$ cat src/rtl/mscond_pkg.sv
package mscond_pkg;

	// samples per decimation window (1 to 64)
	localparam int RATIO = 8;
	localparam int WIN_W = $clog2(RATIO + 1);

	localparam int QUEUE_DEPTH = 4;
	localparam int QUEUE_AW = $clog2(QUEUE_DEPTH);

	localparam int SUM_W = 23;

	localparam int REG_COUNT = 4;
	localparam int REG_IDX_W = $clog2(REG_COUNT);
	localparam int ADDR_W = REG_IDX_W + 2;

	// field = trunc(counts * 1600 / lsb_per_gauss), done as |counts| * M >> FIELD_SHIFT
	// with M = ceil(1600 * 2^FIELD_SHIFT / lsb). Exact since |counts| * (M*lsb - 1600*2^S)
	// stays below 2^15 * 2^13 = 2^FIELD_SHIFT.
	localparam int FIELD_SHIFT = 28;
	localparam int FIELD_MUL_W = 28;
	localparam int FIELD_PROD_W = 16 + FIELD_MUL_W;
	localparam longint UT16_PER_GAUSS = 1600;
	localparam longint FIELD_NUM = UT16_PER_GAUSS << FIELD_SHIFT;
	localparam longint LSB_4G = 6842;
	localparam longint LSB_8G = 3421;
	localparam longint LSB_12G = 2281;
	localparam longint LSB_16G = 1711;
	localparam logic [FIELD_MUL_W-1:0] FIELD_MUL_4G =
		FIELD_MUL_W'((FIELD_NUM + LSB_4G - 1) / LSB_4G);
	localparam logic [FIELD_MUL_W-1:0] FIELD_MUL_8G =
		FIELD_MUL_W'((FIELD_NUM + LSB_8G - 1) / LSB_8G);
	localparam logic [FIELD_MUL_W-1:0] FIELD_MUL_12G =
		FIELD_MUL_W'((FIELD_NUM + LSB_12G - 1) / LSB_12G);
	localparam logic [FIELD_MUL_W-1:0] FIELD_MUL_16G =
		FIELD_MUL_W'((FIELD_NUM + LSB_16G - 1) / LSB_16G);

	// window average: |sum| * ceil(2^AVG_SHIFT / RATIO) >> AVG_SHIFT, exact for |sum| < 2^22
	localparam int AVG_SHIFT = 28;
	localparam int AVG_MUL_W = AVG_SHIFT + 1;
	localparam longint AVG_NUM = longint'(1) << AVG_SHIFT;
	localparam logic [AVG_MUL_W-1:0] AVG_MUL =
		AVG_MUL_W'((AVG_NUM + longint'(RATIO) - 1) / longint'(RATIO));
	localparam int AVG_PROD_W = SUM_W + AVG_MUL_W;

	typedef enum logic [1:0] {
		SCALE_4G  = 2'd0,
		SCALE_8G  = 2'd1,
		SCALE_12G = 2'd2,
		SCALE_16G = 2'd3
	} scale_t;

	typedef enum logic [REG_IDX_W-1:0] {
		REG_OFFSET_X     = REG_IDX_W'(0),
		REG_OFFSET_Y     = REG_IDX_W'(1),
		REG_OFFSET_Z     = REG_IDX_W'(2),
		REG_SCALE_SELECT = REG_IDX_W'(3)
	} reg_idx_t;

	typedef struct packed {
		logic signed [15:0] sample_x;
		logic signed [15:0] sample_y;
		logic signed [15:0] sample_z;
	} sample_t;

	typedef struct packed {
		logic signed [15:0] x;
		logic signed [15:0] y;
		logic signed [15:0] z;
	} fast_t;

	typedef struct packed {
		logic signed [15:0] fast_x;
		logic signed [15:0] fast_y;
		logic signed [15:0] fast_z;
		logic signed [15:0] smooth_x;
		logic signed [15:0] smooth_y;
		logic signed [15:0] smooth_z;
		logic signed [15:0] avg_x;
		logic signed [15:0] avg_y;
		logic signed [15:0] avg_z;
		logic               avg_valid;
	} result_t;

	function automatic logic signed [15:0] sat16(input logic signed [16:0] v);
		logic signed [15:0] r;
		if (v > 17'sd32767)
			r = 16'sh7fff;
		else if (v < -17'sd32768)
			r = 16'sh8000;
		else
			r = v[15:0];
		return r;
	endfunction

	function automatic logic [FIELD_MUL_W-1:0] field_scale(input scale_t sel);
		logic [FIELD_MUL_W-1:0] m;
		case (sel)
			SCALE_4G:  m = FIELD_MUL_4G;
			SCALE_8G:  m = FIELD_MUL_8G;
			SCALE_12G: m = FIELD_MUL_12G;
			SCALE_16G: m = FIELD_MUL_16G;
			default:   m = FIELD_MUL_4G;
		endcase
		return m;
	endfunction

endpackage

$ cat src/rtl/mscond_front.sv
module mscond_front import mscond_pkg::*; (
	input  logic               sample_valid,
	output logic               sample_ready,
	input  sample_t            sample,
	input  logic signed [15:0] offset_x,
	input  logic signed [15:0] offset_y,
	input  logic signed [15:0] offset_z,
	output logic               push_valid,
	input  logic               push_ready,
	output fast_t              push_data
);

	logic signed [15:0] corr_x;
	logic signed [15:0] corr_y;

	always_comb begin
		corr_x = sat16({sample.sample_x[15], sample.sample_x} - {offset_x[15], offset_x});
		corr_y = sat16({sample.sample_y[15], sample.sample_y} - {offset_y[15], offset_y});
		// axis swap: x' = -(y - off_y), y' = -(x - off_x)
		push_data.x = sat16(17'sd0 - {corr_y[15], corr_y});
		push_data.y = sat16(17'sd0 - {corr_x[15], corr_x});
		push_data.z = sat16({sample.sample_z[15], sample.sample_z} - {offset_z[15], offset_z});
	end

	assign push_valid = sample_valid;
	assign sample_ready = push_ready;

endmodule

$ cat src/rtl/mscond_queue.sv
module mscond_queue import mscond_pkg::*; (
	input  logic  clk,
	input  logic  arst_n,
	input  logic  push_valid,
	output logic  push_ready,
	input  fast_t push_data,
	output logic  pop_valid,
	input  logic  pop_ready,
	output fast_t pop_data
);

	fast_t mem [QUEUE_DEPTH];
	logic [QUEUE_AW-1:0] wr_ptr_q;
	logic [QUEUE_AW-1:0] rd_ptr_q;
	logic [QUEUE_AW:0]   count_q;
	logic push;
	logic pop;

	assign push_ready = (count_q != (QUEUE_AW + 1)'(QUEUE_DEPTH));
	assign pop_valid = (count_q != '0);
	assign pop_data = mem[rd_ptr_q];
	assign push = push_valid && push_ready;
	assign pop = pop_valid && pop_ready;

	always_ff @(posedge clk or negedge arst_n) begin
		if (!arst_n) begin
			wr_ptr_q <= '0;
			rd_ptr_q <= '0;
			count_q <= '0;
		end else begin
			if (push) begin
				wr_ptr_q <= (wr_ptr_q == QUEUE_AW'(QUEUE_DEPTH - 1)) ? '0 : wr_ptr_q + 1'b1;
			end
			if (pop) begin
				rd_ptr_q <= (rd_ptr_q == QUEUE_AW'(QUEUE_DEPTH - 1)) ? '0 : rd_ptr_q + 1'b1;
			end
			if (push && !pop)
				count_q <= count_q + 1'b1;
			else if (pop && !push)
				count_q <= count_q - 1'b1;
		end
	end

	always_ff @(posedge clk) begin
		if (push)
			mem[wr_ptr_q] <= push_data;
	end

endmodule

$ cat src/rtl/mscond_back.sv
module mscond_back import mscond_pkg::*; (
	input  logic    clk,
	input  logic    arst_n,
	input  logic    pop_valid,
	output logic    pop_ready,
	input  fast_t   pop_data,
	input  scale_t  scale_select,
	output logic    result_valid,
	input  logic    result_ready,
	output result_t result
);

	logic signed [15:0]      axis [3];
	logic [15:0]             axis_mag [3];
	logic signed [SUM_W-1:0] sum_next [3];
	logic [FIELD_MUL_W-1:0]  field_mul;
	logic                    window_end;
	logic                    advance;
	logic                    load;

	// stage 1: scaled magnitude product, window sum
	logic                    valid_s1;
	logic [FIELD_PROD_W-1:0] prod_s1 [3];
	logic                    neg_s1 [3];
	logic signed [15:0]      fast_s1 [3];
	logic signed [SUM_W-1:0] sum_s1 [3];
	logic                    end_s1;

	logic signed [SUM_W-1:0] sums_q [3];
	logic [WIN_W-1:0]        win_q;
	logic signed [15:0]      smooth_q [3];

	logic [15:0]             field_mag [3];
	logic signed [15:0]      field [3];
	logic signed [16:0]      smooth_sum [3];
	logic signed [15:0]      smooth_next [3];
	logic [SUM_W-1:0]        sum_mag [3];
	logic [AVG_PROD_W-1:0]   avg_prod [3];
	logic [16:0]             avg_mag [3];
	logic signed [15:0]      avg_next [3];

	logic    valid_s2;
	result_t result_s2;

	assign advance = !valid_s2 || result_ready;
	assign pop_ready = !valid_s1 || advance;
	assign load = pop_valid && pop_ready;
	assign window_end = (win_q == WIN_W'(RATIO - 1));
	assign field_mul = field_scale(scale_select);

	always_comb begin
		axis[0] = pop_data.x;
		axis[1] = pop_data.y;
		axis[2] = pop_data.z;
		for (int i = 0; i < 3; i++) begin
			axis_mag[i] = axis[i][15] ? 16'(~axis[i] + 16'sd1) : 16'(axis[i]);
			sum_next[i] = sums_q[i] + SUM_W'(axis[i]);
		end
	end

	always_comb begin
		for (int i = 0; i < 3; i++) begin
			field_mag[i] = prod_s1[i][FIELD_SHIFT +: 16];
			field[i] = neg_s1[i] ? 16'(~field_mag[i] + 16'd1) : field_mag[i];
			// arithmetic shift: rounds toward minus infinity
			smooth_sum[i] = {smooth_q[i][15], smooth_q[i]} + {field[i][15], field[i]};
			smooth_next[i] = smooth_sum[i][16:1];
			sum_mag[i] = sum_s1[i][SUM_W-1] ? SUM_W'(~sum_s1[i] + 1'b1) : SUM_W'(sum_s1[i]);
			avg_prod[i] = AVG_PROD_W'(sum_mag[i]) * AVG_PROD_W'(AVG_MUL);
			avg_mag[i] = avg_prod[i][AVG_SHIFT +: 17];
			if (!end_s1)
				avg_next[i] = '0;
			else if (sum_s1[i][SUM_W-1])
				avg_next[i] = 16'(~avg_mag[i] + 17'd1);
			else
				avg_next[i] = avg_mag[i][15:0];
		end
	end

	always_ff @(posedge clk or negedge arst_n) begin
		if (!arst_n) begin
			valid_s1 <= 1'b0;
			valid_s2 <= 1'b0;
			win_q <= '0;
			for (int i = 0; i < 3; i++) begin
				sums_q[i] <= '0;
				smooth_q[i] <= '0;
			end
		end else begin
			if (pop_ready)
				valid_s1 <= pop_valid;
			if (load) begin
				win_q <= window_end ? '0 : win_q + 1'b1;
				for (int i = 0; i < 3; i++)
					sums_q[i] <= window_end ? '0 : sum_next[i];
			end
			if (advance) begin
				valid_s2 <= valid_s1;
				if (valid_s1) begin
					for (int i = 0; i < 3; i++)
						smooth_q[i] <= smooth_next[i];
				end
			end
		end
	end

	always_ff @(posedge clk) begin
		if (load) begin
			end_s1 <= window_end;
			for (int i = 0; i < 3; i++) begin
				prod_s1[i] <= FIELD_PROD_W'(axis_mag[i]) * FIELD_PROD_W'(field_mul);
				neg_s1[i] <= axis[i][15];
				fast_s1[i] <= axis[i];
				sum_s1[i] <= sum_next[i];
			end
		end
		if (advance && valid_s1) begin
			result_s2.fast_x <= fast_s1[0];
			result_s2.fast_y <= fast_s1[1];
			result_s2.fast_z <= fast_s1[2];
			result_s2.smooth_x <= smooth_next[0];
			result_s2.smooth_y <= smooth_next[1];
			result_s2.smooth_z <= smooth_next[2];
			result_s2.avg_x <= avg_next[0];
			result_s2.avg_y <= avg_next[1];
			result_s2.avg_z <= avg_next[2];
			result_s2.avg_valid <= end_s1;
		end
	end

	assign result_valid = valid_s2;
	assign result = result_s2;

endmodule

$ cat src/rtl/magnetometer_sample_conditioner.sv
// Magnetometer sample conditioner. Each accepted request (one raw x/y/z sample)
// gives exactly one result: offset-corrected, axis-swapped counts (fast_*),
// a half-weight exponential average of the field in 1/16 uT (smooth_*), and,
// on every RATIO-th sample, the truncated window average with avg_valid set
// (avg_* read zero otherwise). Sustained rate is one request per clock while
// result_ready is high. The front end corrects and remaps the sample in the
// accept cycle and writes it to a four-entry queue; the back end runs a
// two-stage pipeline (field scaling multiply, then filter and window average
// into the output register), so a stalled output fills the queue before
// sample_ready drops. Registers sit on the APB port at 0x0 offset_x, 0x4
// offset_y, 0x8 offset_z, 0xC scale_select; write them only while no
// request is in flight.
module magnetometer_sample_conditioner import mscond_pkg::*; (
	input  logic              clk,
	input  logic              arst_n,
	input  logic              sample_valid,
	output logic              sample_ready,
	input  sample_t           sample,
	output logic              result_valid,
	input  logic              result_ready,
	output result_t           result,
	input  logic              psel,
	input  logic              penable,
	input  logic              pwrite,
	input  logic [ADDR_W-1:0] paddr,
	input  logic [31:0]       pwdata,
	output logic [31:0]       prdata,
	output logic              pready
);

	logic signed [15:0] offset_x_q;
	logic signed [15:0] offset_y_q;
	logic signed [15:0] offset_z_q;
	scale_t             scale_q;
	reg_idx_t           reg_idx;
	logic               cfg_write;

	logic  push_valid;
	logic  push_ready;
	fast_t push_data;
	logic  pop_valid;
	logic  pop_ready;
	fast_t pop_data;

	assign pready = 1'b1;
	assign reg_idx = reg_idx_t'(paddr[ADDR_W-1:2]);
	assign cfg_write = psel && penable && pwrite;

	always_ff @(posedge clk or negedge arst_n) begin
		if (!arst_n) begin
			offset_x_q <= '0;
			offset_y_q <= '0;
			offset_z_q <= '0;
			scale_q <= SCALE_4G;
		end else if (cfg_write) begin
			case (reg_idx)
				REG_OFFSET_X:     offset_x_q <= pwdata[15:0];
				REG_OFFSET_Y:     offset_y_q <= pwdata[15:0];
				REG_OFFSET_Z:     offset_z_q <= pwdata[15:0];
				REG_SCALE_SELECT: scale_q <= scale_t'(pwdata[1:0]);
				default: ;
			endcase
		end
	end

	always_comb begin
		case (reg_idx)
			REG_OFFSET_X:     prdata = 32'(offset_x_q);
			REG_OFFSET_Y:     prdata = 32'(offset_y_q);
			REG_OFFSET_Z:     prdata = 32'(offset_z_q);
			REG_SCALE_SELECT: prdata = 32'(scale_q);
			default:          prdata = '0;
		endcase
	end

	mscond_front u_front (
		.sample_valid (sample_valid),
		.sample_ready (sample_ready),
		.sample       (sample),
		.offset_x     (offset_x_q),
		.offset_y     (offset_y_q),
		.offset_z     (offset_z_q),
		.push_valid   (push_valid),
		.push_ready   (push_ready),
		.push_data    (push_data)
	);

	mscond_queue u_queue (
		.clk        (clk),
		.arst_n     (arst_n),
		.push_valid (push_valid),
		.push_ready (push_ready),
		.push_data  (push_data),
		.pop_valid  (pop_valid),
		.pop_ready  (pop_ready),
		.pop_data   (pop_data)
	);

	mscond_back u_back (
		.clk          (clk),
		.arst_n       (arst_n),
		.pop_valid    (pop_valid),
		.pop_ready    (pop_ready),
		.pop_data     (pop_data),
		.scale_select (scale_q),
		.result_valid (result_valid),
		.result_ready (result_ready),
		.result       (result)
	);

endmodule

$ cat config.mk
export PLATFORM = sky130hd
export DESIGN_NAME = magnetometer_sample_conditioner
export DESIGN_NICKNAME = d
export VERILOG_FILES = /design/src/rtl/mscond_pkg.sv /design/src/rtl/mscond_front.sv /design/src/rtl/mscond_queue.sv /design/src/rtl/mscond_back.sv /design/src/rtl/magnetometer_sample_conditioner.sv
export SDC_FILE = /design/constraint.sdc
export NUM_CORES = 2
export LEC_CHECK = 0
export CAP_MARGIN = 40
export CORE_MARGIN = 2
export CORE_UTILIZATION = 40
export DETAILED_ROUTE_END_ITERATION = 16
export DONT_BUFFER_PORTS = 1
export GPL_TIMING_DRIVEN = 0
export MAX_ROUTING_LAYER = met4
export PLACE_DENSITY = 0.65
export SLEW_MARGIN = 10
export SYNTH_ARGS = -nofsm -noshare
export SYNTH_HDL_FRONTEND = slang
export SYNTH_SLANG_ARGS = --single-unit
export TNS_END_PERCENT = 30
$ cat constraint.sdc
create_clock -name clk -period 12.2 [get_ports clk]
set_input_delay 3.66 -clock clk [delete_from_list [all_inputs] [get_ports clk]]
set_output_delay 3.66 -clock clk [all_outputs]
set_load 0.05 [all_outputs]
==> run metrics <==
commonest non-fill, non-tap cell in the layout=inv_1; cts repair resizes=0; startpoint class of the critical path=flop; Worst Tran Pin Value=951 ps; antenna violations before repair=7; clk buf depth=3; DRT Pass-1 Iters=5; minimum clock period=11620 ps; Slowest-stage cell, CP=xnor2_1; ANT nets after route=0; Hold Path Stages=0; Yosys warnings=0; FFs w/ async S/R, synth=26.7%; Slew Viols, Final=0; Via Count=48.4k; crit path max fanout=13; synth unique cells=96; # port buffers=0; Clk pin slew, worst setup/hold paths=60 ps; IO Count=271; number of flops mapped to enable cells by yosys=494; TritonCTS buffer count=72; cell mode on critical path=fa_1; synthesized area=70600 um^2; CP max stage delay=700 ps; Final setup viols=0; cells after synthesis=6651; Data required, critical path=12650 ps; DIE WIDTH=424 um; Syn Nets=8327; core area=176000 um^2; Remaining DRCs=0; status=finished, final reports clean; placed instance area=74700 um^2; Die Y=424 um; routability cong.=1.02; total wire length=212000 um; Fin. Hold Viols=0; final period utilization=95.2%; Yosys reg bits=674; min-delay src=u_back.fast_s1[0][11]; later-pin clock latency in the skew report=710 ps; total track usage=24.6%; worst min-delay path class=reg2reg; hpwl dp=178000 um; crit path DAT=12070 ps; r2r endpoint=u_back.prod_s1[0][42]; global-route congestion overflow total=0; Area Growth Syn to Fin=9.18%; Setup TNS=0 ps; first-pass GRT wire length=319000 um; CTS H-tree lvls=3; die area=180000 um^2; Setup Crit Path Kind=reg2reg; Nets=8488; Max Clk Rate=86.1 MHz; worst reg2reg path startpoint=u_queue.rd_ptr_q[1]; Seq/Total Area, Yosys=27.4%; CTS Hold Bufs=0; Root Driver=clkbuf_16; drt wl/cell=23.0 um; fraction of layout cells with a size suffix above 1=6.58%; CTS tree=built; Avg Synthesized Cell Area=10.6 um^2; initial DRC count=4155; DR vias/cell=5.25; postcts setup bufs=0; r2r setup slk=580 ps; Worst slew margin=36.5%; commonest cells after routing, fill and taps aside=1424 x inv_1, 1005 x fa_1, 580 x ha_1; Initial Utilization=40.2%; Num Clock Sinks=674; fillcell total=16.6k; Hold Path Sink=result[140]; CP Capture Type=flop; largest net degree at the start of global routing=181; row cnt=154; unrepaired setup endpoints after global routing=no; Max-cap violations=0; clk_skew=41.2 ps; vias in the first global route=50.5k; Main synth FF type=edfxtp_1; Final Cell Area=77100 um^2; worst r2r path cells=31
## synth_stat cells, types with 86 or more instances
master,n,area [um^2]
nand2_1,481,1810
ha_1,580,7260
a21o_1,98,736
dfrtp_1,180,4500
and2_1,90,563
nor2_1,341,1280
o21ai_0,231,1160
xor2_1,91,797
edfxtp_1,494,14800
xnor2_1,245,2150
nand2b_1,86,538
fa_1,1005,20100
clkbuf_1,121,454
inv_1,1424,5350
a21oi_1,190,951
## cell families (layout without fill, tap and decap cells)
| kind of cell | count (synthesis) | count (layout) | synth area share, % |
|---|---|---|---|
| AOI/OAI and AO/OA | 858 | 858 | 7.99 |
| xor gates and xnor gates | 336 | 336 | 4.17 |
| adders and majority gates | 1589 | 1589 | 38.8 |
| buffers and inverters | 1604 | 1821 | 8.69 |
| DFF | 674 | 674 | 27.4 |
| muxes | 157 | 157 | 3.20 |
| other | 1 | 9 | 0.00531 |
| and+or+nand+nor | 1432 | 1432 | 9.71 |
## worst max-delay path by stage
stage / cells past startpoint / slack, ps / to / startpoint
after detailed placement: 33 / 340 / u_back.prod_s1[0][42] / u_queue.rd_ptr_q[1]
final: 31 / 580 / u_back.prod_s1[0][42] / u_queue.rd_ptr_q[1]
after global placement: 33 / -1040 / u_back.prod_s1[0][131] / u_queue.rd_ptr_q[1]
after floorplan: 4 / 2000 / prdata[16] / paddr[2]
after CTS: 33 / 290 / u_back.prod_s1[0][42] / u_queue.rd_ptr_q[1]
after global routing: 31 / 140 / u_back.prod_s1[0][42] / u_queue.rd_ptr_q[1]
## registers in the layout, indices dropped and copies added, names as in the netlist, 3 cells and up
name,cells
u_back.result,97
offset_z_q,16
u_back.sums_q,69
offset_x_q,16
u_back.sum_s1,60
u_queue.count_q,3
u_back.smooth_q,48
u_back.win_q,4
u_back.prod_s1,48
offset_y_q,16
u_back.fast_s1,47
u_queue.mem,192
result,48
## metal layers
layer	share of wire, %	global-route usage, %	wire length (um)
met5	0	-	0
met4	3.4	7.65	7280
met3	7.8	4.14	16500
met2	46	37.8	96900
met1	43	33.2	91800
## through the flow
| stage | hold slack, ps | setup slack [ps] | std cells | util [%] |
|---|---|---|---|---|
| floorplan | 400 | 2000 | 6651 | - |
| global placement | 402 | -1040 | 8991 | 41.8 |
| detailed placement | 405 | 340 | 9078 | 42.5 |
| CTS | 416 | 295 | 9208 | 43.8 |
| global route | 425 | 139 | 9209 | 43.8 |
| finish | 412 | 583 | 9216 | 43.9 |
## layout make-up
| class | instances | area [um^2] | share of cell area [%] |
|---|---|---|---|
| clock inverter | 38 | 424 | 0.550 |
| inverter | 1438 | 5400 | 7.01 |
| buffer | 166 | 747 | 0.969 |
| tap | 2340 | 2930 | 3.80 |
| timing repair buffer | 87 | 1040 | 1.35 |
| multi-input combinational | 4373 | 45300 | 58.7 |
| clock buffer | 92 | 1920 | 2.49 |
| sequential | 674 | 19300 | 25.1 |
| antenna | 8 | 20.0 | 0.0260 |
## worst max-delay path: cells and delay by family (launching register included)
kind	cells	cell delay [ps]
AO/OA/AOI/OAI	6	2300
XOR/XNOR	2	950
adder cells (fa/ha/maj)	7	3340
buffers and inverters	6	2040
flip-flops	1	380
multiplexers	1	360
AND/OR/NAND/NOR	9	1990
Power is left out: the tool's default activity adds up to more than one toggle a clock period on the data nets, which glitch-free logic cannot reach.
